$ cat src/design/smp_pkg.sv
// Shared constants, register codes and types for the score map peak finder.
`timescale 1ns / 1ps

package smp_pkg;

  localparam int MAX_COLUMNS = 128;
  localparam int MAX_ROWS    = 4096;

  localparam int COL_W   = $clog2(MAX_COLUMNS + 1);
  localparam int X_W     = $clog2(MAX_COLUMNS);
  localparam int ROW_W   = 13;
  localparam int Y_W     = $clog2(MAX_ROWS);
  localparam int NC_W    = $clog2(MAX_ROWS * MAX_COLUMNS + 1);
  localparam int RING_AW = $clog2(2 * MAX_COLUMNS);
  localparam int RING_DEPTH = 1 << RING_AW;

  localparam int SCORE_W = 32;
  localparam int SIZE_W  = 16;
  localparam int WORD_W  = SCORE_W + SIZE_W;
  localparam int PCOL_W  = 7;
  localparam int PROW_W  = 12;
  localparam int DIFF_W  = 14;

  localparam int QUEUE_DEPTH = 4;
  localparam int Q_AW        = $clog2(QUEUE_DEPTH);
  localparam int Q_CW        = $clog2(QUEUE_DEPTH + 1);

  localparam int CFG_IDX_W  = 3;
  localparam int CFG_DATA_W = 32;

  localparam logic [CFG_IDX_W-1:0] REG_THRESHOLD    = 3'd0;
  localparam logic [CFG_IDX_W-1:0] REG_MAP_COLUMNS  = 3'd1;
  localparam logic [CFG_IDX_W-1:0] REG_MAP_ROWS     = 3'd2;
  localparam logic [CFG_IDX_W-1:0] REG_LEVEL_SCALE  = 3'd3;
  localparam logic [CFG_IDX_W-1:0] REG_PAD_COLUMNS  = 3'd4;
  localparam logic [CFG_IDX_W-1:0] REG_PAD_ROWS     = 3'd5;
  localparam logic [CFG_IDX_W-1:0] REG_IMAGE_WIDTH  = 3'd6;
  localparam logic [CFG_IDX_W-1:0] REG_IMAGE_HEIGHT = 3'd7;

  localparam logic KIND_CELL = 1'b0;

  typedef struct packed {
    logic signed [31:0] score_threshold;
    logic [7:0]         map_columns;
    logic [12:0]        map_rows;
    logic [19:0]        level_scale;
    logic [7:0]         pad_columns;
    logic [7:0]         pad_rows;
    logic [15:0]        image_width;
    logic [15:0]        image_height;
  } cfg_t;

  localparam cfg_t CFG_RESET = '{
    score_threshold: 32'sd0,
    map_columns:     8'd128,
    map_rows:        13'd64,
    level_scale:     20'd1024,
    pad_columns:     8'd12,
    pad_rows:        8'd12,
    image_width:     16'd640,
    image_height:    16'd480
  };

  // One queued step for the back end.
  typedef struct packed {
    logic                      write;
    logic                      decide;
    logic                      prime;
    logic signed [SCORE_W-1:0] score;
    logic [7:0]                root_width;
    logic [7:0]                root_height;
    logic [RING_AW-1:0]        waddr;
    logic [RING_AW-1:0]        raddr_mid;
    logic [RING_AW-1:0]        raddr_up;
    logic [X_W-1:0]            col;
    logic [Y_W-1:0]            row;
    logic                      left_ok;
    logic                      right_ok;
    logic                      up_ok;
    logic                      down_ok;
    logic                      frame_done;
  } tok_t;

endpackage

$ cat src/design/smp_queue.sv
// Short step queue between the front and back ends.
`timescale 1ns / 1ps

module smp_queue (
  input  logic          clk,
  input  logic          rst,
  input  logic          push,
  input  smp_pkg::tok_t tok_in,
  output logic          full,
  input  logic          pop,
  output logic          not_empty,
  output smp_pkg::tok_t tok_out
);
  import smp_pkg::*;

  tok_t             slots [QUEUE_DEPTH];
  logic [Q_AW-1:0]  wptr;
  logic [Q_AW-1:0]  rptr;
  logic [Q_CW-1:0]  count;
  logic             do_pop;

  assign full      = (count == Q_CW'(QUEUE_DEPTH));
  assign not_empty = (count != '0);
  assign tok_out   = slots[rptr];
  assign do_pop    = pop && not_empty;

  always_ff @(posedge clk) begin
    if (push) begin
      slots[wptr] <= tok_in;
    end
  end

  always_ff @(posedge clk) begin
    if (rst) begin
      wptr  <= '0;
      rptr  <= '0;
      count <= '0;
    end else begin
      if (push) begin
        wptr <= wptr + Q_AW'(1);
      end
      if (do_pop) begin
        rptr <= rptr + Q_AW'(1);
      end
      if (push && !do_pop) begin
        count <= count + Q_CW'(1);
      end else if (!push && do_pop) begin
        count <= count - Q_CW'(1);
      end
    end
  end

endmodule

$ cat config.mk
export PLATFORM = sky130hd
export DESIGN_NAME = smp_queue
export DESIGN_NICKNAME = d
export VERILOG_FILES = /design/src/design/smp_pkg.sv /design/src/design/smp_queue.sv
export SDC_FILE = /design/constraint.sdc
export NUM_CORES = 1
export LEC_CHECK = 0
export ABC_AREA = 0
export ABC_CLOCK_PERIOD_IN_PS = 10300
export BUFFER_PORTS_ARGS = -buffer_cell sky130_fd_sc_hd__buf_2
export CORE_MARGIN = 8
export CORE_UTILIZATION = 50
export CTS_CLUSTER_DIAMETER = 200
export DETAILED_ROUTE_END_ITERATION = 8
export PLACE_DENSITY = 0.68
export RECOVER_POWER = 25
export SLEW_MARGIN = 20
export SYNTH_ARGS = -nofsm -noshare
export SYNTH_HDL_FRONTEND = slang
export SYNTH_SLANG_ARGS = --single-unit
$ cat constraint.sdc
create_clock -name clk -period 10.3 [get_ports clk]
set_clock_uncertainty 0.15 [all_clocks]
set_input_delay 0.515 -clock clk [delete_from_list [all_inputs] [get_ports clk]]
set_output_delay 0.515 -clock clk [all_outputs]
set_load 0.02 [all_outputs]
==> impl_metrics.toml, run 1 <==
[grt]
grt_use_met1_pct = 19.4
grt_usage_pct = 16.1
use_met2_pct = 28.4
antenna_found_initial = 4
grt_overflow_total = 0
top_usage_layer = "met2"
grt_pass1_vias = 7472
grt_max_degree = 56
met3_usage_pct = 4.44
grt_pass1_wl_um = 43600

[layout]
nFillCells = 2136
design.final.nets = 900
regArea_um2 = 12100
area_delta_synth_final_pct = 18.1
layout.cells.non_filler = 1209
final_util_pct = 60.1
multi_input_area_um2 = 2480
drive_above_1_share_pct = 37.5

[pwr]
max-vdd-ir-drop_uv = 173
p_per_area_nw_per_um2 = 248
finalPower_uw = 4310
p_leak_uw = 0.00566

[timing]
fin_setup_tns_ns = 0
slew_viol_final = 0
period_share_pct = 40.3
grt_setup_unrepaired = "false"
max_slew_margin_pct = 41.6
period_needed_ns = 4.15
setup_violations = 0
hold_viol = 0
fin_ws_ns = 6.15
tightest_slew_ns = 0.877
max_freq_mhz = 241

[setup_path]
worstPathMaxFanout = 39
crit_end = "tok_out[31]"
critPathLaunchType = "flop"
worst-r2r-setup-slack_ns = 7.68
worstPathCellList = "buf_4 -> buf_4 -> mux4_2 -> buf_2"
critPathSlowestCell = "dfxtp_4"
endpoint_kind = "output port"
critPathKind = "flop to output port"
rr_startpoint = "wptr[0]"
r2r_cells = 4
cp.arrival_ns = 3.49
r2r-end = "slots[2][45]"
crit_top_cell = "buf_4"
cp_slowest_stage_delay_ns = 0.76
cp.required_ns = 9.64

[synth]
synth-edff-count = 396
synthArstFlopShare_pct = 0
synthFlopType = "edfxtp_1"
syn_nets = 670
yosysWarnings = 0
yosysTopAreaCellShare_pct = 81.0
synth.avg_cell_area_um2 = 26.2
yosysUniqueCellTypes = 22
yosys.cell_count.top_type = "edfxtp_1"
netlist.top_cell.by_area = "edfxtp_1"
synth_common_cells = "edfxtp_1 (396), mux4_2 (99), buf_2 (10), clkbuf_1 (9), dfxtp_1 (9)"
ys_ff_latch = 405
netlist_area_um2 = 14700
syn_inst = 561
synthTopCellsByArea = "edfxtp_1 (81%), mux4_2 (15%), dfxtp_1 (1.2%), ha_1 (0.43%), buf_2 (0.34%)"
ys_seq_area_share_pct = 82.2

[route]
vias = 6568
drtIter0Drc = 360
avgViaCountPerCell = 5.43
drc_errors = 0
routed_wl_um = 28100
dr.pass1.iters = 8
wl_per_cell_um = 23.2
drt.antenna.violating_nets = 0

[outcome]
status = "finished clean"

[clock_network]
post_cts_buffers = 0
clk_pin_slew_ns = 0.06
cts.sinks = 405
postCtsHoldBufs = 0
worstSkewPairLatency_ns = 0.52
cts_tree = "built"
cts.htree.levels = 2
cts-root-buf = "clkbuf_16"
clock_path_buffers = 3
cts_made_buffers = 41
post_cts_resized = 0

[placement]
dp_slack_ns = 6.53
dp_cells = 1132
portBuffers = 203
place_hpwl_um = 17200
place.gp.congestion = 0.701

[min_path]
hold_class = "primary input to flop"

[die]
rows = 62
die_x_um = 187
die_h_um = 187
core_um2 = 28900
die_area_um2 = 35100
start_util_pct = 50.9
ios = 204

[job]
maxCapViolCount = 0
-- area by class of cell --
type	instances	share of cell area, %
Sequential cell	405	69.6
Clock buffer	48	6.31
Clock inverter	26	1.18
Timing Repair Buffer	210	5.69
Multi-Input combinational cell	130	14.3
Tap cell	384	2.77
Antenna cell	3	0.0433
Inverter	3	0.0649
-- how the worst min path moves through the flow --
stage	startpoint	endpoint	slack, ns	depth (start not counted)
5_1_grt	tok_in[70]	slots[0][70]	0.06	1
3_3_place_gp	count[2]	count[2]	0.35	2
4_1_cts	tok_in[15]	slots[3][15]	0.03	1
6_report	tok_in[67]	slots[3][67]	0.06	1
2_1_floorplan	count[2]	count[2]	0.33	2
3_5_place_dp	rptr[1]	flop	0.39	2
-- power by group --
group / internal (µW) / total (µW) / switching [µW] / leakage, µW
clock: 834 / 1420 / 582 / 0.000636
sequential: 1900 / 1980 / 73.6 / 0.00371
combinational: 406 / 915 / 509 / 0.00131
-- cell usage in the layout (no fill, tap or decap), types with 4 or more instances in the layout --
cell / netlist / routed
edfxtp_1: 396 / 396
clkinv_1: 0 / 11
buf_2: 10 / 138
nor2_1: 7 / 7
mux4_2: 99 / 99
clkinv_2: 0 / 8
clkbuf_16: 0 / 43
buf_4: 1 / 7
ha_1: 5 / 5
dfxtp_1: 9 / 7
xor2_1: 4 / 4
and2_4: 0 / 4
clkbuf_1: 9 / 70
-- worst max-delay path: cells and delay by family (launching register included) --
kind / cells / cell delay [ns]
buffers and inverters: 3 / 1.55
flip-flops: 1 / 0.76
multiplexers: 1 / 0.60
-- stage by stage --
| step | hold slack, ns | cell area [µm²] |
|---|---|---|
| floorplan | 0.334 | 14700 |
| detailed placement | 0.390 | 16100 |
| finish | 0.0647 | 17300 |
| CTS | 0.0297 | 17400 |
| global placement | 0.347 | 16100 |
| global route | 0.0595 | 17300 |
-- logic make-up (layout without fill, tap and decap cells) --
family                     count (synthesis)  after routing  synth area share, %
AOI/OAI and AO/OA                          4              4                0.179
xor gates and xnor gates                   5              5                0.298
adders and majority gates                  6              6                0.562
buffers and inverters                     26            287                0.980
DFF                                      405            405                 82.2
muxes                                    101            101                 15.3
other                                      0              3                    0
and+or+nand+nor                           14             14                0.486
-- state kept, by name (all words and copies together), names as in the netlist, named ones only --
signal / flops
count: 3
rptr: 2
slots: 396
wptr: 2
-- routing by layer --
metal / vias to the layer above / routed length [µm]
li1: 2879 / -
met1: 3454 / 11100
met2: 188 / 14700
met3: 41 / 1700
met4: 6 / 460
met5: - / 40
(Power assumes the default switching activity.)
==> run 2: changes to the inputs <==
Settings changed: ABC_CLOCK_PERIOD_IN_PS 10300 to 3600, PLACE_DENSITY 0.68 to 0.71.
Clock period 10.3 ns to 3.6 ns, I/O delays scaled along.
==> impl_metrics.toml, run 2 (synthesized netlist as in run 1, its figures left out) <==
[setup_path]
r2r_cells = 7
cp.required_ns = 3.27
critPathKind = "flop to output port"
r2r-end = "count[2]"
worstPathCellList = "buf_12 -> mux4_2 -> buf_2"
cp_top_family = "buffers and inverters"
cp.arrival_ns = 2.34
endpoint_kind = "output port"
critPathLaunchType = "flop"
critPathSlowestCell = "mux4_2"
cp_slowest_stage_delay_ns = 0.60
worst-r2r-setup-slack_ns = 1.16
worstPathMaxFanout = 56
cp_num_buf_inv = 2
rr_startpoint = "count[0]"

[die]
ios = 204
rows = 62
die_area_um2 = 35100
start_util_pct = 50.9
core_um2 = 28900
die_x_um = 187
die_h_um = 187

[clock_network]
clk_pin_slew_ns = 0.06
cts.htree.levels = 2
cts-root-buf = "clkbuf_16"
cts_tree = "built"
cts.sinks = 405
post_cts_buffers = 0
worstSkewPairLatency_ns = 0.51
cts_made_buffers = 39
clock_path_buffers = 3

[route]
vias = 6955
drt.antenna.violating_nets = 0
wl_met3_um = 1590
met2_length_um = 15900
drc_errors = 0
avgViaCountPerCell = 5.31
routed_wl_um = 29400
drtIter0Drc = 273
wl_per_cell_um = 22.4
dr.pass1.iters = 6
wl_met1_um = 11100
routed.top_layer = "met5"

[layout]
top_register = "slots"
design.final.nets = 1003
largestRegisters = "slots: 396 flops, count: 3 flops"
final_common_cell = "edfxtp_1"
largest_register_ffs = 396
area_delta_synth_final_pct = 25.8
drive_above_1_share_pct = 33.5
nFillCells = 1962
layout_common_cells = "edfxtp_1 (396), buf_2 (143), dlygate4sd3_1 (103)"

[min_path]
min_to = "slots[2][19]"
worstHoldStart = "tok_in[19]"
hold_class = "primary input to flop"
hold_path_depth = 2

[timing]
slew_viol_final = 0
tightest_slew_ns = 0.800
max_slew_margin_pct = 46.7
max_freq_mhz = 374
hold_ws_ns = 0.291
period_needed_ns = 2.67
period_share_pct = 74.3
grt_setup_unrepaired = "false"
hold_viol = 0
setup_violations = 0
fin_setup_tns_ns = 0

[grt]
grt_max_degree = 60
grt_pass1_vias = 7961
antenna_found_initial = 4
grt_pass1_wl_um = 45100
grt_overflow_total = 0
grt_usage_pct = 16.5

[outcome]
status = "finished clean"

[pwr]
intPower_uw = 9210
p_seq_share_pct = 44.6
switchingPower_uw = 3340
p_leak_uw = 0.00613
p_clk_share_pct = 32.8
p_per_area_nw_per_um2 = 679
p_sw_share_pct = 26.6
combinationalPowerShare_pct = 22.6
max-vdd-ir-drop_uv = 520

[placement]
place.gp.congestion = 0.729
portBuffers = 203
place_hpwl_um = 17400

[job]
maxCapViolCount = 0
[run 2: cell count changes in the layout (fill, tap and decap cells not counted), sizes merged]
| cell | delta |
|---|---|
| buf | +7 |
| bufinv | +2 |
| clkbuf | +5 |
| clkinv | -13 |
| clkinvlp | -2 |
| dlygate4sd3 | +103 |
[run 2: cell type report]
cell class | instances | area (µm²) | share of cell area, %
Clock buffer | 58 | 1110 | 6.01
Tap cell | 384 | 480 | 2.60
Sequential cell | 405 | 12100 | 65.4
Multi-Input combinational cell | 130 | 2480 | 13.4
Clock inverter | 13 | 190 | 1.03
Antenna cell | 3 | 7.51 | 0.0406
Timing Repair Buffer | 315 | 2110 | 11.4
Inverter | 3 | 11.3 | 0.0609
[run 2: metrics by stage]
step / worst slack (ns) / utilization [%] / power (µW) / cell area (µm²) / instances
floorplan: 0.150 / - / 7630 / 14700 / 561
global placement: 1.37 / 56.2 / 8450 / 16200 / 1134
finish: 0.927 / 64.0 / 12500 / 18500 / 1311
CTS: 0.850 / 64.3 / 12700 / 18500 / 1308
detailed placement: 1.20 / 56.2 / 8510 / 16200 / 1134
global route: 0.751 / 64.0 / 13000 / 18500 / 1311
[run 2: repair_timing]
action                                 in CTS  in global routing
hold buffers                              103                  0
endpoints found under the hold margin     405                  0
gates resized for setup                     0                  0
[run 2: how the worst max path moves through the flow]
stage,endpoint,depth (start not counted)
floorplan,slots[0][0],3
global placement,count[2],7
detailed placement,count[2],7
CTS,tok_out[62],3
global route,tok_out[62],3
finish,tok_out[62],3
[run 2: metal layers]
layer	global-route usage [%]	up-vias
met4	5.55	2
met3	3.97	56
li1	-	3085
met1	18.9	3632
met5	0	-
met2	30.1	180
[run 2: power groups by stage]
stage / sequential (µW) / clock (µW) / combinational, µW
final: 5600 / 4110 / 2840
after CTS: 5610 / 4180 / 2910
after detailed placement: 5700 / 0 / 2810
after global placement: 5680 / 0 / 2770
after global routing: 5630 / 4360 / 3040
after floorplan: 5600 / 0 / 2030
==> run 3: changes to the inputs <==
Settings changed: ABC_CLOCK_PERIOD_IN_PS 3600 to 2150.
Clock period 3.6 ns to 2.15 ns, I/O delays scaled along.
==> impl_metrics.toml, run 3 (synthesized netlist as in run 1, its figures left out) <==
[clock_network]
cts.sinks = 405
clk_pin_slew_ns = 0.06
worstSkewPairLatency_ns = 0.51
cts_made_buffers = 41
cts.htree.levels = 2
cts-root-buf = "clkbuf_16"
clock_path_buffers = 3
cts_tree = "built"

[min_path]
hold_class = "primary input to flop"
min_to = "slots[0][90]"
worstHoldStart = "tok_in[90]"
hold_path_depth = 2

[timing]
setup_violations = 84
fin_ws_ns = -0.0632
period_share_pct = 103
tightest_slew_ns = 0.383
hold_ws_ns = 0.214
hold_viol = 0
max_freq_mhz = 452
slew_viol_final = 0
max_slew_margin_pct = 74.1
period_needed_ns = 2.21
fin_setup_tns_ns = -2.43
grt_setup_unrepaired = "true"

[placement]
portBuffers = 203
dp_cells = 1148
place_hpwl_um = 17700
place.gp.congestion = 0.722
dp_slack_ns = -0.0573

[route]
drtIter0Drc = 374
wl_per_cell_um = 22.4
routed_wl_um = 30100
drc_errors = 0
avgViaCountPerCell = 5.32
dr.pass1.iters = 7
vias = 7134
drt.antenna.violating_nets = 0

[outcome]
violations = "negative setup slack"
status = "finished with violations"

[grt]
grt_max_degree = 55
grt_pass1_wl_um = 45500
grt_pass1_vias = 7940
grt_usage_pct = 16.7
grt_overflow_total = 0
antenna_found_initial = 3

[die]
die_area_um2 = 35100
ios = 204
rows = 62
start_util_pct = 50.9
die_h_um = 187
die_x_um = 187
core_um2 = 28900

[setup_path]
cp.arrival_ns = 1.96
endpoint_kind = "output port"
worstPathMaxFanout = 6
critPathLaunchType = "flop"
r2r_cells = 7
cp.required_ns = 1.89
r2r-end = "count[2]"
worst-r2r-setup-slack_ns = 0.09
critPathKind = "flop to output port"
rr_startpoint = "count[2]"

[pwr]
p_per_area_nw_per_um2 = 1150
max-vdd-ir-drop_uv = 781
p_leak_uw = 0.00649

[layout]
final_util_pct = 67.0
design.final.nets = 1037
drive_above_1_share_pct = 37.0
top_register = "slots"
layout_common_cells = "edfxtp_1 (396), dlygate4sd3_1 (102), mux4_2 (99)"
largest_register_ffs = 396
layout.cells.non_filler = 1341
largestRegisters = "slots: 396 flops, count: 3 flops"
final_common_cell = "edfxtp_1"
area_delta_synth_final_pct = 31.7
nFillCells = 1878

[job]
maxCapViolCount = 0
-- run 3: changes by cell type in the layout (fill, tap and decap cells not counted), sizes merged --
| cell | delta |
|---|---|
| dlygate4sd3 | -1 |
| inv | -1 |
| buf | +37 |
| clkinvlp | +1 |
| clkbuf | -12 |
| clkinv | +9 |
| bufinv | -3 |
-- run 3: timing repair --
action | in CTS | in global routing
gates resized for setup | 33 | 102
hold buffers | 102 | 0
pin swaps | 1 | 3
endpoints found under the hold margin | 405 | 0
endpoints found under the setup margin | 99 | 97
setup buffers | 7 | 6
cloned | 2 | 4
-- run 3: cell type report --
type,instances,area (µm²),share of cell area [%]
inverter,3,11.3,0.0582
sequential,405,12100,62.4
clock inverter,19,140,0.724
multi-input combinational,130,2500,12.9
clock buffer,50,1060,5.48
tap,384,480,2.48
timing repair buffer,347,3060,15.8
antenna,3,7.51,0.0388
-- run 3: metrics by stage --
step / cell area (µm²) / power, µW
after floorplan: 14700 / 12800
after global routing: 19300 / 23000
after CTS: 18900 / 21600
final: 19300 / 22200
after detailed placement: 16500 / 14500
after global placement: 16500 / 14400
-- run 3: where the power goes --
| part | switching (µW) | total (µW) | leakage, µW | internal, µW |
|---|---|---|---|---|
| registers | 145 | 9250 | 0.00371 | 9110 |
| logic | 3080 | 6510 | 0.00219 | 3430 |
| clock network | 2680 | 6400 | 0.000586 | 3720 |
-- run 3: how the worst max path moves through the flow --
| stage | start | end | slack, ns | cells past startpoint |
|---|---|---|---|---|
| 2_1_floorplan | count[0] | count[2] | 0.02 | 7 |
| 3_3_place_gp | count[1] | count[2] | 0.06 | 7 |
| 3_5_place_dp | count[1] | count[2] | -0.06 | 7 |
| 6_report | flop | tok_out[63] | -0.06 | 5 |
| 5_1_grt | flop | tok_out[24] | -0.14 | 5 |
| 4_1_cts | flop | tok_out[1] | -0.11 | 4 |
-- run 3: layer usage --
layer,up-vias,track usage [%],share of wire [%]
met5,-,0,0
met4,0,5.70,2.4
met3,56,3.58,5.1
met2,211,31.0,55
met1,3703,18.7,38
li1,3164,-,-
-- run 3: worst max-delay path, stage by stage, from the launching register on --
cell and delay [ns]:
dfxtp_4 0.38, buf_12 0.16, buf_12 0.11, buf_16 0.12
mux4_2 0.51, buf_6 0.15
