--- config.mk ---
export PLATFORM = sky130hd
export DESIGN_NAME = smp_front
export DESIGN_NICKNAME = d
export VERILOG_FILES = /design/src/design/smp_pkg.sv /design/src/design/smp_front.sv
export SDC_FILE = /design/constraint.sdc
export NUM_CORES = 1
export LEC_CHECK = 0
export BUFFER_PORTS_ARGS = -buffer_cell sky130_fd_sc_hd__buf_2
export CORE_ASPECT_RATIO = 0.5
export CORE_MARGIN = 10
export CORE_UTILIZATION = 25
export DETAILED_ROUTE_END_ITERATION = 10
export HOLD_SLACK_MARGIN = 0.03
export PLACE_DENSITY_LB_ADDON = 0.2
export SYNTH_ARGS = -nofsm -noshare
export SYNTH_HDL_FRONTEND = slang
export SYNTH_SLANG_ARGS = --single-unit
export TNS_END_PERCENT = 10
--- constraint.sdc ---
create_clock -name clk -period 13.6 [get_ports clk]
set_input_delay 2.72 -clock clk [delete_from_list [all_inputs] [get_ports clk]]
set_output_delay 2.72 -clock clk [all_outputs]
set_load 0.05 [all_outputs]
--- src/design/smp_pkg.sv ---
// Shared constants, register codes and types for the score map peak finder.
`timescale 1ns / 1ps

package smp_pkg;

  localparam int MAX_COLUMNS = 128;
  localparam int MAX_ROWS    = 4096;

  localparam int COL_W   = $clog2(MAX_COLUMNS + 1);
  localparam int X_W     = $clog2(MAX_COLUMNS);
  localparam int ROW_W   = 13;
  localparam int Y_W     = $clog2(MAX_ROWS);
  localparam int NC_W    = $clog2(MAX_ROWS * MAX_COLUMNS + 1);
  localparam int RING_AW = $clog2(2 * MAX_COLUMNS);
  localparam int RING_DEPTH = 1 << RING_AW;

  localparam int SCORE_W = 32;
  localparam int SIZE_W  = 16;
  localparam int WORD_W  = SCORE_W + SIZE_W;
  localparam int PCOL_W  = 7;
  localparam int PROW_W  = 12;
  localparam int DIFF_W  = 14;

  localparam int QUEUE_DEPTH = 4;
  localparam int Q_AW        = $clog2(QUEUE_DEPTH);
  localparam int Q_CW        = $clog2(QUEUE_DEPTH + 1);

  localparam int CFG_IDX_W  = 3;
  localparam int CFG_DATA_W = 32;

  localparam logic [CFG_IDX_W-1:0] REG_THRESHOLD    = 3'd0;
  localparam logic [CFG_IDX_W-1:0] REG_MAP_COLUMNS  = 3'd1;
  localparam logic [CFG_IDX_W-1:0] REG_MAP_ROWS     = 3'd2;
  localparam logic [CFG_IDX_W-1:0] REG_LEVEL_SCALE  = 3'd3;
  localparam logic [CFG_IDX_W-1:0] REG_PAD_COLUMNS  = 3'd4;
  localparam logic [CFG_IDX_W-1:0] REG_PAD_ROWS     = 3'd5;
  localparam logic [CFG_IDX_W-1:0] REG_IMAGE_WIDTH  = 3'd6;
  localparam logic [CFG_IDX_W-1:0] REG_IMAGE_HEIGHT = 3'd7;

  localparam logic KIND_CELL = 1'b0;

  typedef struct packed {
    logic signed [31:0] score_threshold;
    logic [7:0]         map_columns;
    logic [12:0]        map_rows;
    logic [19:0]        level_scale;
    logic [7:0]         pad_columns;
    logic [7:0]         pad_rows;
    logic [15:0]        image_width;
    logic [15:0]        image_height;
  } cfg_t;

  localparam cfg_t CFG_RESET = '{
    score_threshold: 32'sd0,
    map_columns:     8'd128,
    map_rows:        13'd64,
    level_scale:     20'd1024,
    pad_columns:     8'd12,
    pad_rows:        8'd12,
    image_width:     16'd640,
    image_height:    16'd480
  };

  // One queued step for the back end.
  typedef struct packed {
    logic                      write;
    logic                      decide;
    logic                      prime;
    logic signed [SCORE_W-1:0] score;
    logic [7:0]                root_width;
    logic [7:0]                root_height;
    logic [RING_AW-1:0]        waddr;
    logic [RING_AW-1:0]        raddr_mid;
    logic [RING_AW-1:0]        raddr_up;
    logic [X_W-1:0]            col;
    logic [Y_W-1:0]            row;
    logic                      left_ok;
    logic                      right_ok;
    logic                      up_ok;
    logic                      down_ok;
    logic                      frame_done;
  } tok_t;

endpackage

--- src/design/smp_front.sv ---
// Front end: accepts words, tracks frame position and classifies each step.
`timescale 1ns / 1ps

module smp_front (
  input  logic                       clk,
  input  logic                       rst,
  input  smp_pkg::cfg_t              cfg,
  input  logic                       restart,
  input  logic                       acc,
  input  logic                       kind,
  input  logic signed [31:0]         cell_score,
  input  logic [7:0]                 root_width,
  input  logic [7:0]                 root_height,
  output logic                       push,
  output smp_pkg::tok_t              tok
);
  import smp_pkg::*;

  logic [NC_W-1:0]  cells_in;
  logic [NC_W-1:0]  dnext;
  logic [X_W-1:0]   col;
  logic [Y_W-1:0]   row;

  logic [COL_W-1:0] cols;
  logic [ROW_W-1:0] rows;
  logic [NC_W-1:0]  ncells;
  logic [NC_W:0]    lag;
  logic [NC_W-1:0]  ci1;
  logic             is_cell;
  logic             drain_dec;
  logic             dec;
  logic             prime;
  logic             fd;
  logic             last_col;
  logic [RING_AW-1:0] mid;

  always_comb begin
    if (cfg.map_columns < 8'd3) begin
      cols = COL_W'(3);
    end else if (int'(cfg.map_columns) > MAX_COLUMNS) begin
      cols = COL_W'(MAX_COLUMNS);
    end else begin
      cols = COL_W'(cfg.map_columns);
    end
    if (cfg.map_rows == '0) begin
      rows = ROW_W'(1);
    end else if (int'(cfg.map_rows) > MAX_ROWS) begin
      rows = ROW_W'(MAX_ROWS);
    end else begin
      rows = cfg.map_rows;
    end
    ncells = NC_W'(rows) * NC_W'(cols);
    // a single-row map decides as soon as its last cell is in
    lag = (rows == ROW_W'(1)) ? (NC_W+1)'(cols) : (NC_W+1)'(cols) + (NC_W+1)'(2);

    ci1       = cells_in + NC_W'(1);
    is_cell   = (kind == KIND_CELL) && (cells_in < ncells);
    drain_dec = !is_cell && (cells_in == ncells) && (dnext < ncells);
    if (is_cell) begin
      dec = (ci1 == ncells) || ({1'b0, ci1} >= ({1'b0, dnext} + lag));
    end else begin
      dec = drain_dec;
    end
    prime    = is_cell && ({1'b0, ci1} == lag - (NC_W+1)'(1));
    fd       = dec && (dnext + NC_W'(1) == ncells);
    last_col = (COL_W'(col) + COL_W'(1)) >= cols;
    push     = acc && (is_cell || drain_dec);

    mid = dec ? RING_AW'(dnext + NC_W'(1)) : RING_AW'(dnext);

    tok.write       = is_cell;
    tok.decide      = dec;
    tok.prime       = prime;
    tok.score       = cell_score;
    tok.root_width  = root_width;
    tok.root_height = root_height;
    tok.waddr       = RING_AW'(cells_in);
    tok.raddr_mid   = mid;
    tok.raddr_up    = mid - RING_AW'(cols);
    tok.col         = col;
    tok.row         = row;
    tok.left_ok     = (col != '0);
    tok.right_ok    = !last_col;
    tok.up_ok       = (row != '0);
    tok.down_ok     = (ROW_W'(row) + ROW_W'(1)) < rows;
    tok.frame_done  = fd;
  end

  always_ff @(posedge clk) begin
    if (rst || restart) begin
      cells_in <= '0;
      dnext    <= '0;
      col      <= '0;
      row      <= '0;
    end else if (acc) begin
      if (fd) begin
        cells_in <= '0;
        dnext    <= '0;
        col      <= '0;
        row      <= '0;
      end else begin
        if (is_cell) begin
          cells_in <= ci1;
        end
        if (dec) begin
          dnext <= dnext + NC_W'(1);
          if (last_col) begin
            col <= '0;
            row <= row + Y_W'(1);
          end else begin
            col <= col + X_W'(1);
          end
        end
      end
    end
  end

endmodule

==> run_results.csv, run 1 <==
group,metric,value,unit
clocking,cts_buffer_depth,2,
floorplanning,die_y,170,um
sta,worstMarginPinSlew,1.17,ns
setup_path,startpoint_type,"input pin",
placement,placed_cell_area,13700,sq um
detailed_routing,ant_nets,0,
logic_synthesis,ys_ff_latch,59,
setup_path,r2r_slack,7.05,ns
floorplanning,core_area,44100,sq um
power,power_per_cell_area,66.7,nW/um^2
global_routing,antenna_found_initial,1,
global_routing,grt_max_degree,31,
detailed_routing,dr.pass1.iters,5,
logic_synthesis,avgSynthCellArea,7.80,sq um
power,power_leakage,6.63,nW
sta,final-hold-violation-count,0,
global_routing,grt_pass1_vias,10600,
setup_path,crit_slowest_cell,"fa_1",
detailed_routing,routedWlPerCell,17.9,um
floorplanning,start_util,25.6,%
clocking,cts-buffers-inserted,9,
sta,setup_ws,-0.394,ns
layout,stdcell_area,14500,sq um
floorplanning,die_x,321,um
layout,final_common_cell,"buf_4",
layout,mostFrequentLayoutCells,"buf_4, inv_1, nor2_1, ha_1, xnor2_1",
global_routing,grt_util_met2,23.8,%
clocking,clock-root-buffer,"clkbuf_16",
sta,relSlewSlack,21.5,%
setup_path,slowest_delay,0.53,ns
detailed_routing,vias_per_cell,4.76,
power,worst_ir_drop_vdd,0.0000603,V
placement,place_hpwl,33.1,mm
setup_path,r2r_end,"cells_in[0]$_SDFFE_PP0P_",
logic_synthesis,synthCells,1449,
setup_path,crit_fanout,5,
sta,setup_viol,2,
sta,clock.fmax,71.5,MHz
outcome,run_status,"complete, but fails checks",
logic_synthesis,ys_warn_count,0,
setup_path,crit_path_start,"cfg[75]",
setup_path,worstSetupPathType,"in2out",
layout,drive_gt1_share,27.7,%
power,sw_frac_of_total,39.9,%
setup_path,arrival,11.27,ns
logic_synthesis,synth_async_sr_flop_share,0,%
sta,post-route-period-util,103,%
floorplanning,placement_rows,54,
global_routing,grt_overflow_total,0,
sta,hold_ws,0.536,ns
floorplanning,die_area,54700,sq um
detailed_routing,drc,0,
outcome,violations,"negative setup slack",
logic_synthesis,synth_nets,1819,
sta,rsz0062_at_grt,"yes",
detailed_routing,wl,40.3,mm
power,p_int,0.581,mW
layout,syn2layout_area_growth,28.1,%
setup_path,cpMostUsedCell,"a21oi_2",
clocking,cts_tree,"yes",
layout,fill_cells,4688,
placement,portBuffers,77,
sta,clock_skew,0.0154,ns
global_routing,met1_usage,20.2,%
layout,multi_input_area,9350,sq um
detailed_routing,drt_iter0_markers,674,
sta,period_needed,13.99,ns
logic_synthesis,ys_seq_area_share,10.4,%
power,power_frac_clock,27.8,%
hold_path,hold_depth,1,
setup_path,setup.worst_path.end,"tok[31]",
layout,finish.net_count,2025,
flow_run,drv_cap,0,
global_routing,grt_pass1_wl,62.7,mm
detailed_routing,vias,10700,
global_routing,busiest_layer,"met2",
hold_path,hold_path_class,"reg2reg",
setup_path,crit_required,10.88,ns
placement,gp_congestion,0.840,
power,combPwrFrac,54.2,%
setup_path,critPathCaptureType,"primary output",
power,p_switching,0.386,mW
power,seqPwrFrac,18.0,%
layout,antenna-diode-count,0,
clocking,h-tree-depth,3,
logic_synthesis,netlist_area,11300,sq um
setup_path,rr_worst_depth,26,
sta,final_max_slew_viol_count,0,
global_routing,grt_usage,14.5,%
logic_synthesis,ys.flop_type,"dfxtp_1",
floorplanning,ios,274,
layout,final_util,32.8,%
clocking,hold_buffers,0,
clocking,clkTransAtPathRegs,0.06,ns
logic_synthesis,synth_cell_types,84,
clocking,cts_sinks,59,
layout,regArea,1180,sq um
clocking,clk_latency,0.37,ns
global_routing,use_met3,1.74,%
setup_path,r2r_start,"dnext[0]$_SDFFE_PP0P_",
logic_synthesis,synth_edf_count,0,
[how the worst min path moves through the flow]
stage	start	endpoint	slack, ns
3_3_place_gp	cells_in[18]$_SDFFE_PP0P_	cells_in[18]$_SDFFE_PP0P_	0.50
6_report	cells_in[18]$_SDFFE_PP0P_	cells_in[18]$_SDFFE_PP0P_	0.54
2_1_floorplan	cells_in[18]$_SDFFE_PP0P_	cells_in[18]$_SDFFE_PP0P_	0.47
4_1_cts	cells_in[18]$_SDFFE_PP0P_	cells_in[18]$_SDFFE_PP0P_	0.53
3_5_place_dp	cells_in[18]$_SDFFE_PP0P_	cells_in[18]$_SDFFE_PP0P_	0.51
5_1_grt	cells_in[18]$_SDFFE_PP0P_	cells_in[18]$_SDFFE_PP0P_	0.56
[stage by stage]
| step | total power [mW] | worst slack [ns] | setup TNS (ns) | instances |
|---|---|---|---|---|
| 6_report | 0.967 | -0.394 | -0.504 | 2248 |
| 3_5_place_dp | 0.657 | -0.807 | -2.19 | 2216 |
| 2_1_floorplan | 0.499 | -0.000105 | -0.000105 | 1449 |
| 4_1_cts | 0.958 | -0.387 | -0.479 | 2242 |
| 3_3_place_gp | 0.660 | -0.813 | -2.18 | 2216 |
| 5_1_grt | 1.03 | -0.813 | -1.97 | 2248 |
[synth_stat cells, types with 13 or more instances]
cell | count | share of area [%]
inv_1 | 154 | 5.1
nor2_1 | 148 | 4.9
ha_1 | 129 | 14
xnor2_1 | 102 | 7.9
nand2_1 | 85 | 2.8
fa_1 | 67 | 12
buf_4 | 64 | 4.2
dfxtp_1 | 59 | 10
nand3_1 | 56 | 2.5
a21oi_1 | 51 | 2.3
o21ai_0 | 46 | 2.0
nand4_1 | 44 | 2.4
nor3_1 | 37 | 1.6
clkbuf_1 | 36 | 1.2
xor2_1 | 36 | 2.8
a21o_1 | 26 | 1.7
nor4_1 | 26 | 1.4
buf_2 | 25 | 1.1
nor2b_1 | 24 | 1.3
o211ai_1 | 20 | 1.3
a32o_1 | 18 | 1.6
a22o_1 | 17 | 1.3
nand2b_1 | 17 | 0.94
and3_1 | 13 | 0.72
[logic make-up (layout without fill, tap and decap cells)]
group                      count (synthesis)  in the layout  share of synthesized area, %
buffers and inverters                    286            497                          11.9
DFF                                       59             59                          10.4
xor gates and xnor gates                 145            145                          12.0
adders and majority gates                201            201                          26.6
other                                      1              1                        0.0332
muxes                                      8              8                         0.741
and+or+nand+nor                          494            494                          21.9
AOI/OAI and AO/OA                        255            255                          16.4
[layout make-up]
| cell class | count | share of cell area (%) |
|---|---|---|
| multi-input combinational | 1104 | 64.6 |
| sequential | 59 | 8.15 |
| tap | 588 | 5.08 |
| clock buffer | 11 | 1.74 |
| inverter | 158 | 4.15 |
| timing repair buffer | 323 | 15.7 |
| clock inverter | 5 | 0.587 |
[state kept, by name, indices dropped and copies added, names as in the netlist]
| signal | cells |
|---|---|
| cells_in | 20 |
| col | 7 |
| dnext | 20 |
| row | 12 |
[repair_timing]
item	4_1_cts	5_1_grt
setup buffers	10	6
pin swaps	34	20
setup endpoints to repair	6	7
gates resized for setup	53	30
[power by group through the flow]
stage	logic, mW	registers [mW]	clock network (mW)
5_1_grt	0.572	0.174	0.280
6_report	0.524	0.174	0.269
2_1_floorplan	0.322	0.178	0
3_3_place_gp	0.482	0.178	0
4_1_cts	0.508	0.174	0.276
3_5_place_dp	0.480	0.178	0
[critical path: cells and delay by family]
| kind | cells | cell delay [ns] |
|---|---|---|
| fa+ha+maj | 7 | 2.74 |
| compound gates | 19 | 3.51 |
| simple gates | 5 | 0.76 |
| buf+inv | 8 | 0.79 |
| xor+xnor | 3 | 0.70 |
[metal layers]
layer / part of all wire (%) / vias up
met5: 0 / -
met4: 1.3 / 0
met3: 2.6 / 31
met2: 46 / 161
met1: 50 / 5130
li1: - / 5375
(Power assumes the default switching activity.)
==> run 2: changes to the inputs <==
CORE_MARGIN = 1   (was 10)
==> run_results.csv, run 2 (synthesis gave the netlist of run 1 again) <==
group,metric,value,unit
floorplanning,die_x,303,um
detailed_routing,drc,0,
clocking,clk_latency,0.37,ns
setup_path,startpoint_type,"input pin",
setup_path,crit_required,10.88,ns
outcome,run_status,"complete, but fails checks",
layout,fill_cells,4719,
global_routing,grt_usage,17.4,%
detailed_routing,wl,39.3,mm
global_routing,grt_pass1_vias,10800,
placement,gp_congestion,0.868,
floorplanning,placement_rows,54,
sta,setup_ws,-0.665,ns
global_routing,grt_max_degree,35,
clocking,clock-root-buffer,"clkbuf_16",
sta,final_max_slew_viol_count,0,
setup_path,cp_top_family,"compound AO/OA/AOI/OAI gates",
layout,top_regs,"cells_in x20, dnext x20, row x12",
flow_run,drv_cap,0,
detailed_routing,ant_nets,0,
outcome,violations,"negative setup slack",
global_routing,grt_pass1_wl,62.1,mm
detailed_routing,vias_per_cell,4.74,
setup_path,crit_path_start,"cfg[76]",
setup_path,worstSetupPathType,"in2out",
power,power_leakage,6.70,nW
sta,rsz0062_at_grt,"yes",
hold_path,hold_path_class,"reg2reg",
power,power,0.972,mW
sta,period_needed,14.27,ns
layout,syn2layout_area_growth,28.6,%
layout,drive_gt1_share,27.5,%
global_routing,grt_overflow_total,0,
clocking,cts_buffer_depth,2,
setup_path,critPathCaptureType,"primary output",
clocking,cts_tree,"yes",
floorplanning,ios,274,
layout,multi_input_area,9310,sq um
clocking,clkTransAtPathRegs,0.05,ns
layout,stdcell_area,14500,sq um
clocking,hold_buffers,0,
setup_path,cpMostUsedCell,"fa_1",
clocking,h-tree-depth,3,
placement,portBuffers,77,
clocking,cts-buffers-inserted,9,
sta,clock.fmax,70.1,MHz
setup_path,slowest_delay,0.57,ns
placement,place_hpwl,32.8,mm
layout,regArea,1180,sq um
power,worst_ir_drop_vdd,0.0000460,V
setup_path,crit_slowest_cell,"fa_1",
sta,relSlewSlack,16.3,%
floorplanning,die_area,46100,sq um
power,power_per_cell_area,66.8,nW/um^2
detailed_routing,vias,10700,
layout,final_common_cell,"buf_4",
layout,antenna-diode-count,0,
setup_path,arrival,11.55,ns
placement,placed_cell_area,13600,sq um
detailed_routing,drt_iter0_markers,621,
floorplanning,die_y,152,um
floorplanning,start_util,25.6,%
global_routing,antenna_found_initial,0,
sta,setup_viol,5,
setup_path,crit_fanout,4,
detailed_routing,routedWlPerCell,17.5,um
clocking,cts_sinks,59,
setup_path,r2r_start,"dnext[2]$_SDFFE_PP0P_",
layout,finish.net_count,2028,
floorplanning,core_area,44100,sq um
sta,post-route-period-util,105,%
hold_path,min_from,"col[1]$_SDFFE_PP0P_",
detailed_routing,dr.pass1.iters,7,
sta,worstMarginPinSlew,1.25,ns
setup_path,worst-path-buf-inv,8,
sta,final-hold-violation-count,0,
sta,clock_skew,0.0168,ns
layout,mostFrequentLayoutCells,"buf_4, inv_1, nor2_1, ha_1, xnor2_1",
-- run 2: worst paths after layout --
check,to,slack (ns),cells after the start
hold / removal,col[1]$_SDFFE_PP0P_,0.53,2
setup reg to reg,cells_in[0]$_SDFFE_PP0P_,7.18,23
hold reg to reg,col[1]$_SDFFE_PP0P_,0.53,2
setup / recovery,tok[31],-0.67,42
-- run 2: what timing repair did --
action	CTS	global route
pin swaps	48	21
endpoints found under the setup margin	9	8
gates resized for setup	70	18
cloned	0	0
buffers inserted	23	5
-- run 2: layer usage --
metal  vias up  GRT usage, %  routed length [um]
met2       150          28.2               18100
li1       5377             -                   -
met5         -             0                   0
met3        31          1.85                1100
met1      5112          24.5               19400
met4         0          4.40                 745
-- run 2: final cells by class --
class | instances | share of cell area, %
clock inverter | 5 | 0.585
tap | 588 | 5.06
sequential | 59 | 8.12
clock buffer | 11 | 1.74
timing repair buffer | 326 | 16.3
inverter | 158 | 4.09
multi-input combinational | 1104 | 64.1
-- run 2: worst register-to-register path, stage by stage, from the launching register on --
cell and delay, ns:
dfxtp_1 0.76, ha_1 0.36, nor2b_1 0.13, o21ai_0 0.23
a21oi_1 0.13, o21ai_0 0.23, a21oi_1 0.15, o41ai_1 0.44
nor2b_1 0.15, xnor2_1 0.21, ha_1 0.28, a21o_1 0.16
a21o_1 0.16, a21o_1 0.22, a2111oi_0 0.40, o21a_1 0.24
o211ai_1 0.11, o221a_2 0.15, a41oi_2 0.31, buf_4 0.20
o211ai_1 0.31, nor2_1 0.56, buf_4 0.30, mux2_2 0.17
-- run 2: stage by stage --
step / hold slack [ns] / setup TNS (ns) / util (%) / setup WS, ns / cells
3_5_place_dp: 0.508 / -5.41 / 30.9 / -1.29 / 2207
5_1_grt: 0.550 / -3.88 / 33.0 / -1.02 / 2251
6_report: 0.529 / -1.86 / 33.0 / -0.665 / 2251
3_3_place_gp: 0.496 / -5.78 / 30.9 / -1.34 / 2207
4_1_cts: 0.528 / -1.11 / 32.7 / -0.540 / 2246
2_1_floorplan: 0.473 / -0.000105 / - / -0.000105 / 1449
-- run 2: power breakdown --
group          switching [mW]  internal (mW)  leakage [nW]
Sequential           0.000701          0.173         0.475
Clock                  0.0976          0.171         0.162
Combinational           0.288          0.241          6.06
==> run 3: changes to the inputs <==
CTS_BUF_LIST = sky130_fd_sc_hd__clkbuf_8   (was unset)
==> run_results.csv, run 3 (synthesis gave the netlist of run 1 again) <==
group,metric,value,unit
layout,final_common_cell,"buf_4",
sta,rsz0062_at_grt,"yes",
sta,setup_ws,-0.613,ns
setup_path,worstSetupPathType,"in2out",
power,combPwrFrac,58.4,%
sta,post-route-period-util,105,%
flow_run,drv_cap,0,
global_routing,grt_pass1_wl,62.3,mm
sta,relSlewSlack,18.9,%
power,p_switching,0.377,mW
global_routing,antenna_found_initial,1,
setup_path,crit_path_start,"cfg[76]",
detailed_routing,wl,39.4,mm
placement,place_hpwl,32.8,mm
layout,finish.net_count,2028,
sta,clock.fmax,70.4,MHz
setup_path,slowest_delay,0.57,ns
power,sw_frac_of_total,41.7,%
power,power_per_cell_area,62.6,nW/um^2
global_routing,grt_usage,17.4,%
setup_path,crit_required,10.88,ns
outcome,run_status,"complete, but fails checks",
clocking,cts_buffer_depth,2,
global_routing,grt_overflow_total,0,
setup_path,crit_fanout,4,
clocking,clk_latency,0.40,ns
floorplanning,placement_rows,54,
layout,regArea,1180,sq um
placement,pre_cts_slack,-1.29,ns
floorplanning,die_y,152,um
layout,syn2layout_area_growth,27.8,%
setup_path,critPathCaptureType,"primary output",
layout,mostFrequentLayoutCells,"buf_4, inv_1, nor2_1, ha_1, xnor2_1",
detailed_routing,routedWlPerCell,17.5,um
sta,setup_viol,5,
power,seqPwrFrac,19.2,%
setup_path,r2r_start,"dnext[2]$_SDFFE_PP0P_",
sta,final_max_slew_viol_count,0,
detailed_routing,vias_per_cell,4.75,
layout,finalNonFillerCells,2252,
detailed_routing,vias,10700,
global_routing,grt_pass1_vias,10800,
sta,final-hold-violation-count,0,
power,power_leakage,6.66,nW
detailed_routing,drt_iter0_markers,731,
global_routing,grt_max_degree,35,
layout,drive_gt1_share,27.6,%
power,worst_ir_drop_vdd,0.0000397,V
sta,tns,-1.60,ns
floorplanning,die_x,303,um
hold_path,hold_path_class,"reg2reg",
detailed_routing,dr.pass1.iters,6,
sta,clock_skew,0.0214,ns
placement,portBuffers,77,
setup_path,startpoint_type,"input pin",
sta,worstMarginPinSlew,1.21,ns
clocking,hold_buffers,0,
setup_path,crit_slowest_cell,"fa_1",
layout,final_util,32.8,%
clocking,clkTransAtPathRegs,0.09,ns
setup_path,cpMostUsedCell,"fa_1",
outcome,violations,"negative setup slack",
layout,fill_cells,4728,
layout,multi_input_area,9330,sq um
placement,dpl.cell_count,2207,
floorplanning,start_util,25.6,%
setup_path,arrival,11.49,ns
hold_path,min_from,"cells_in[18]$_SDFFE_PP0P_",
placement,gp_congestion,0.868,
floorplanning,ios,274,
clocking,cts_sinks,59,
detailed_routing,drc,0,
sta,period_needed,14.21,ns
clocking,cts_tree,"yes",
power,p_int,0.528,mW
floorplanning,core_area,44100,sq um
floorplanning,die_area,46100,sq um
power,power_frac_clock,22.4,%
clocking,clock-root-buffer,"clkbuf_8",
layout,top_regs,"cells_in x20, dnext x20, row x12",
clocking,h-tree-depth,3,
clocking,cts-buffers-inserted,9,
detailed_routing,ant_nets,0,
-- run 3: changes by cell type in the layout (fill, tap and decap cells not counted), sizes merged --
cell,previous run,this run
diode,0,1
-- run 3: timing repair --
item	4_1_cts	5_1_grt
endpoints found under the setup margin	9	8
buffers inserted	23	5
gates resized for setup	68	23
pin swaps	48	25
-- run 3: cell type report --
cell class	instances	share of cell area [%]
repair buffers	326	16.4
multi-input cells	1104	64.6
clock buffers	11	1.05
flip-flops and latches	59	8.17
clock inverters	5	0.589
inverters	158	4.11
diodes	1	0.0173
well taps	588	5.09
-- run 3: per-layer routing --
metal	vias up	track usage (%)	wire length, um
li1	5374	-	-
met1	5134	24.5	19400
met2	159	28.3	18200
met3	28	2.01	1220
met4	0	3.88	601
met5	-	0	0
-- run 3: metrics by stage --
step / cell area [sq um] / power [mW] / hold slack (ns)
CTS: 14300 / 0.904 / 0.531
detailed placement: 13600 / 0.659 / 0.508
finish: 14500 / 0.905 / 0.534
global route: 14500 / 0.970 / 0.558
floorplan: 11600 / 0.499 / 0.473
global placement: 13600 / 0.660 / 0.496
-- run 3: worst paths after layout --
| kind | to | slack (ns) | depth (start not counted) |
|---|---|---|---|
| worst max-delay path | tok[31] | -0.61 | 40 |
| worst min-delay path | cells_in[18]$_SDFFE_PP0P_ | 0.53 | 1 |
| worst max register to register | cells_in[0]$_SDFFE_PP0P_ | 7.15 | 23 |
| worst min register to register | cells_in[18]$_SDFFE_PP0P_ | 0.53 | 1 |
-- run 3: critical path: cells and delay by family --
kind | cells | cell delay [ns]
compound gates | 17 | 3.30
buf+inv | 9 | 0.98
fa+ha+maj | 7 | 3.03
simple gates | 4 | 0.73
xor+xnor | 3 | 0.70
-- run 3: power by group through the flow --
stage | Clock [mW] | Sequential, mW | Combinational, mW
2_1_floorplan | 0 | 0.178 | 0.322
3_3_place_gp | 0 | 0.178 | 0.483
3_5_place_dp | 0 | 0.178 | 0.482
4_1_cts | 0.212 | 0.174 | 0.518
5_1_grt | 0.217 | 0.174 | 0.580
6_report | 0.203 | 0.174 | 0.529
